`src/rtl/fes_pkg.sv`:
```
// Shared constants, types and control structs for the fire effect stencil unit.
`timescale 1ns / 1ps
`default_nettype none
package fes_pkg;

  localparam int FRAME_WIDTH  = 256;
  localparam int FRAME_HEIGHT = 64;
  localparam int FRAME_DEPTH  = FRAME_WIDTH * FRAME_HEIGHT;
  localparam int ADDR_W       = $clog2(FRAME_DEPTH);

  localparam int ROW_W    = 6;
  localparam int COL_W    = 8;
  localparam int CHANCE_W = 4;
  localparam int HEAT_W   = 8;

  // heat math: sum of four bytes, scaled by 32, divided by 129
  localparam int ACC_W      = HEAT_W + 2;
  localparam int HEAT_SCALE = 32;
  localparam int SCALE_SH   = $clog2(HEAT_SCALE);
  localparam int NUM_W      = ACC_W + SCALE_SH;
  localparam int DIVISOR    = 129;
  // 254 / 2^15 sits just under 1/129, so the estimate is low by at most one
  localparam int RECIP      = 254;
  localparam int DIV_SHIFT  = 15;
  localparam int PROD_W     = NUM_W + 8;

  localparam int SAT_VALUE  = 255;
  localparam int GAIN       = 3;
  localparam int DISP_W     = HEAT_W + 2;
  localparam logic [CHANCE_W-1:0] CHANCE_ALL = '1;

  typedef enum logic [3:0] {
    ST_CLEAR,
    ST_IDLE,
    ST_DISPATCH,
    ST_RD_B,
    ST_RD_RB,
    ST_RD_TB,
    ST_ACC,
    ST_MUL,
    ST_DIV,
    ST_RD_WAIT,
    ST_FINISH
  } fes_state_t;

  typedef enum logic [2:0] {
    SEL_SELF,
    SEL_LEFT_BELOW,
    SEL_BELOW,
    SEL_RIGHT_BELOW,
    SEL_TWO_BELOW
  } fes_addr_sel_t;

  typedef struct packed {
    logic          latch;
    logic          clr_wr;
    logic          seed_wr;
    logic          heat_wr;
    logic          mem_rd;
    fes_addr_sel_t addr_sel;
    logic          acc_load;
    logic          acc_add;
    logic          mul_en;
    logic          heat_load;
    logic          res_load;
  } fes_cmd_t;

  typedef struct packed {
    logic is_seed;
    logic in_frame;
    logic updatable;
    logic seed_take;
    logic clr_last;
    logic out_free;
  } fes_status_t;

endpackage
`default_nettype wire

```
`src/rtl/fes_ctrl.sv`:
```
// Controller: sequences memory clear, seeding and the four-read stencil update.
`timescale 1ns / 1ps
`default_nettype none
module fes_ctrl import fes_pkg::*; (
  input  wire logic        clk,
  input  wire logic        rst_n,
  input  wire logic        in_valid,
  output logic             in_ready,
  input  wire fes_status_t status,
  output fes_cmd_t         cmd
);

  fes_state_t state_r;
  fes_state_t state_nxt;

  always_ff @(posedge clk) begin
    if (!rst_n) begin
      state_r <= ST_CLEAR;
    end else begin
      state_r <= state_nxt;
    end
  end

  always_comb begin
    state_nxt = state_r;
    unique case (state_r)
      ST_CLEAR: begin
        if (status.clr_last) state_nxt = ST_IDLE;
      end
      ST_IDLE: begin
        if (in_valid) state_nxt = ST_DISPATCH;
      end
      ST_DISPATCH: begin
        priority if (status.is_seed) begin
          state_nxt = ST_IDLE;
        end else if (status.updatable) begin
          state_nxt = ST_RD_B;
        end else if (status.in_frame) begin
          state_nxt = ST_RD_WAIT;
        end else begin
          state_nxt = ST_FINISH;
        end
      end
      ST_RD_B:    state_nxt = ST_RD_RB;
      ST_RD_RB:   state_nxt = ST_RD_TB;
      ST_RD_TB:   state_nxt = ST_ACC;
      ST_ACC:     state_nxt = ST_MUL;
      ST_MUL:     state_nxt = ST_DIV;
      ST_DIV:     state_nxt = ST_FINISH;
      ST_RD_WAIT: state_nxt = ST_FINISH;
      ST_FINISH: begin
        if (status.out_free) state_nxt = ST_IDLE;
      end
      default: state_nxt = ST_CLEAR;
    endcase
  end

  always_comb begin
    cmd          = '0;
    cmd.addr_sel = SEL_SELF;
    in_ready     = 1'b0;
    unique case (state_r)
      ST_CLEAR: cmd.clr_wr = 1'b1;
      ST_IDLE: begin
        in_ready  = 1'b1;
        cmd.latch = in_valid;
      end
      ST_DISPATCH: begin
        priority if (status.is_seed) begin
          cmd.seed_wr = status.seed_take;
        end else if (status.updatable) begin
          cmd.mem_rd   = 1'b1;
          cmd.addr_sel = SEL_LEFT_BELOW;
        end else if (status.in_frame) begin
          cmd.mem_rd = 1'b1;
        end else begin
        end
      end
      // each read's data is registered and used in the next state
      ST_RD_B: begin
        cmd.mem_rd   = 1'b1;
        cmd.addr_sel = SEL_BELOW;
        cmd.acc_load = 1'b1;
      end
      ST_RD_RB: begin
        cmd.mem_rd   = 1'b1;
        cmd.addr_sel = SEL_RIGHT_BELOW;
        cmd.acc_add  = 1'b1;
      end
      ST_RD_TB: begin
        cmd.mem_rd   = 1'b1;
        cmd.addr_sel = SEL_TWO_BELOW;
        cmd.acc_add  = 1'b1;
      end
      ST_ACC:     cmd.acc_add = 1'b1;
      ST_MUL:     cmd.mul_en = 1'b1;
      ST_DIV:     cmd.heat_wr = 1'b1;
      ST_RD_WAIT: cmd.heat_load = 1'b1;
      ST_FINISH:  cmd.res_load = status.out_free;
      default: begin
      end
    endcase
  end

endmodule
`default_nettype wire

```
`config.mk`:
```
export PLATFORM = sky130hd
export DESIGN_NAME = fes_ctrl
export DESIGN_NICKNAME = d
export VERILOG_FILES = /design/src/rtl/fes_pkg.sv /design/src/rtl/fes_ctrl.sv
export SDC_FILE = /design/constraint.sdc
export NUM_CORES = 1
export LEC_CHECK = 0
export ABC_AREA = 1
export BUFFER_PORTS_ARGS = -buffer_cell sky130_fd_sc_hd__buf_2
export CORE_AREA = 5 5 42 44
export CTS_CLUSTER_SIZE = 12
export DETAILED_ROUTE_END_ITERATION = 6
export DIE_AREA = 0 0 47 49
export GPL_TIMING_DRIVEN = 0
export SETUP_SLACK_MARGIN = 0.4
export SLEW_MARGIN = 10
export SYNTH_ARGS = -nofsm -noshare
export SYNTH_HDL_FRONTEND = slang
export SYNTH_SLANG_ARGS = --single-unit
```
`constraint.sdc`:
```
create_clock -name clk -period 1.3 [get_ports clk]
set_clock_uncertainty 0.2 [all_clocks]
set_input_delay 0.065 -clock clk [delete_from_list [all_inputs] [get_ports clk]]
set_output_delay 0.065 -clock clk [all_outputs]
set_load 0.01 [all_outputs]
```
==> results.md <==
* Status: complete, but fails checks
* Failing checks: hold timing, setup timing
* Via Count at 607
* R2R depth at 9
* #FFs+latches synth at 4
* CP most frequent cell: inv_4
* Gpl congestion at 0.766
* Largest family of logic cells by synthesized area: simple AND/OR/NAND/NOR gates
* Ports at 23
* Grt total ovfl at 0
* Largest Register: state_r
* Worst-Margin Slew at 245 ps
* DIE AREA at 2300 um^2
* Min Hold Slack at -65.1 ps
* Num CTS Buffers at 3
* RR Startpoint: state_r[0]$_SDFFE_PN0P_
* Fill cell count at 119
* Core region area at 1400 um^2
* Core Rows at 14
* Leak Pwr at 0.478 nW
* Final Core Density at 0.655
* CP arrival at 1240 ps
* Die height at 49 um
* PwrDens at 1160 nW/um^2
* Max Slew Vio Count at 0
* Total GRT Usage at 0.139
* Post-DP HPWL at 995 um
* Wire length per cell at 10.1 um
* N_diodes at 0
* Netlist cell types at 14
* Critical path's slowest cell: dfxtp_4
* Mux share of post-synthesis cell area at 0
* Leading area contributor after synthesis: nor2_1
* Layout cells sized above 1 at 0.639
* Final wirelength at 1390 um
* Xor and xnor fraction of the mapped netlist area at 0
* Max cap viols at 0
* Max-slew headroom at 0.836
* Pin count of the biggest net entering global routing at 7
* First-pass DRT Iterations at 2
* End point of the worst hold path: state_r[1]$_SDFFE_PN0P_
* Setup TNS at -1470 ps
* Worst reg2reg path endpoint: state_r[1]$_SDFFE_PN0P_
* Max incr delay on CP at 360 ps
* Post-Synth Simple-Gate Area at 0.565
* Sink Count at 4
* Die width at 47 um
* Most common cell after layout, fill and taps aside: buf_2
* Crit path launch type: flop
* Clock Pin Slew Worst Setup and Hold Paths at 40 ps
* Initial antenna violation count at 0
* Fin cells at 138
* Clock Path Buffers at 2
* Worst hold stages at 4
* Synth Area in Compound Gates at 0.0841
* RSZ-0062 raised after global routing: yes
* Clock Latency Late Sink at 240 ps
* CTS H-tree depth at 1
* Number of vias per cell at 4.40
* Mapped Avg Cell Area at 5.26 um^2
* DRC at 0
* I/O Buffers at 22
* Dominant cells by area after synthesis: nor2_1 (20%), dfxtp_1 (19%), nand2_1 (16%)
* Top Registers: state_r x4
* Vias in the first global route at 601
* 1st-iter DRT viols at 2
* Final worst slack at -205 ps
* Most frequent cells in the layout: buf_2 (17), nor2_1 (14), nand2_1 (12), buf_6 (11), inv_1 (9)
* R2r setup slk at -130 ps
* Placed instance count at 120
* CTS Hold Bufs at 1
* Sequential fraction of the synthesis area at 0.186
* Syn Nets at 91
* Synth warn at 0
* Synth Cell Area at 432 um^2
* First-pass GRT wire length at 2340 um
* Mapped Cells at 82
* CTS tree: done
* Fmax at 664 MHz
* Synth Area in Adders at 0
* Worst Setup End Kind: primary output
* Area grow syn2layout at 113%
* Post-synth top area share at 0.200
* Max Fanout on Critical Path at 4
* Required @ worst endpoint at 1030 ps
* Setup slack at placement at -16.0 ps
* Hold Startpoint: status[0]
* Max VDD drop at 0.000763 V
* Final hold vios at 1
* CP Cell Sequence: inv_4 > nand2_4 > nor2_4 > inv_4 > o31ai_4 > buf_2
* Minimum clock period at 1510 ps
* Starting density of the core at 0.308
* Final Cycle Share at 1.16
* Antenna viol nets, final at 0
* CTS root buf: clkbuf_4
* Max reg flops at 4
* Min-Delay Path Class: in2reg
* Nets at 132
* Final Setup Violations at 14
* WS Path Type: reg2out
[cells in the mapped netlist]
library cell	instances
nor2_4	2
nor2_1	23
o31ai_1	1
nor3_1	1
o21ai_2	1
a21oi_1	4
nand3_1	4
nand2_2	2
inv_1	15
inv_2	4
nand2_1	18
nand2_4	2
dfxtp_1	4
nand3b_1	1
[stage by stage]
stage | instance area [um^2] | total power, mW | hold slack [ps]
after detailed placement | 623 | 0.615 | 71.1
after global placement | 623 | 0.614 | 67.2
after global routing | 918 | 1.16 | -57.9
after CTS | 817 | 0.967 | -68.0
final | 918 | 1.07 | -65.1
after floorplan | 493 | 0.495 | -38.0
[cell families after synthesis]
group           count (synthesis)
simple gates                   53
buf+inv                        19
compound gates                  6
flops                           4
[layer usage]
layer | up-vias | wire length [um] | share of wire | GRT usage
met5 | - | 0 | 0 | 0
met4 | 0 | 0 | 0 | 0.0323
met3 | 0 | 128 | 0.092 | 0.0775
met2 | 20 | 761 | 0.55 | 0.231
met1 | 263 | 504 | 0.36 | 0.149
li1 | 324 | - | - | -
[worst max-delay path by stage]
stage	start	to	slack, ps	depth (start not counted)
after global placement	state_r[3]$_SDFFE_PN0P_	cmd[8]	-20	8
final	state_r[0]$_SDFFE_PN0P_	cmd[8]	-210	6
after floorplan	state_r[2]$_SDFFE_PN0P_	state_r[3]$_SDFFE_PN0P_	120	9
after CTS	state_r[3]$_SDFFE_PN0P_	cmd[8]	-210	6
after global routing	state_r[0]$_SDFFE_PN0P_	cmd[5]	-300	8
after detailed placement	state_r[3]$_SDFFE_PN0P_	cmd[8]	-20	8
[layout make-up]
type / count / area, um^2 / share of cell area
Timing Repair Buffer: 36 / 272 / 0.296
Inverter: 19 / 91.3 / 0.0995
Tap cell: 16 / 20.0 / 0.0218
Clock buffer: 4 / 26.3 / 0.0286
Multi-Input combinational cell: 59 / 414 / 0.451
Sequential cell: 4 / 95.1 / 0.104
[worst max-delay path, delay by kind of cell (launching register included)]
family / cells / cell delay, ps
flip-flops: 1 / 360
AO/OA/AOI/OAI: 1 / 150
buffers and inverters: 3 / 290
AND/OR/NAND/NOR: 2 / 200
[power by group]
group | switching [mW] | internal, mW | total (mW)
Sequential | 0.0475 | 0.155 | 0.202
Combinational | 0.374 | 0.322 | 0.696
Clock | 0.0548 | 0.115 | 0.170
[repair_timing]
| action | in CTS | in global routing |
|---|---|---|
| setup buffers | 11 | 2 |
| setup endpoints to repair | 18 | 18 |
| gates cloned | 0 | 0 |
| resized for setup | 23 | 20 |
| endpoints found under the hold margin | 4 | 1 |
| pin swaps | 8 | 9 |
(Power assumes the default switching activity.)
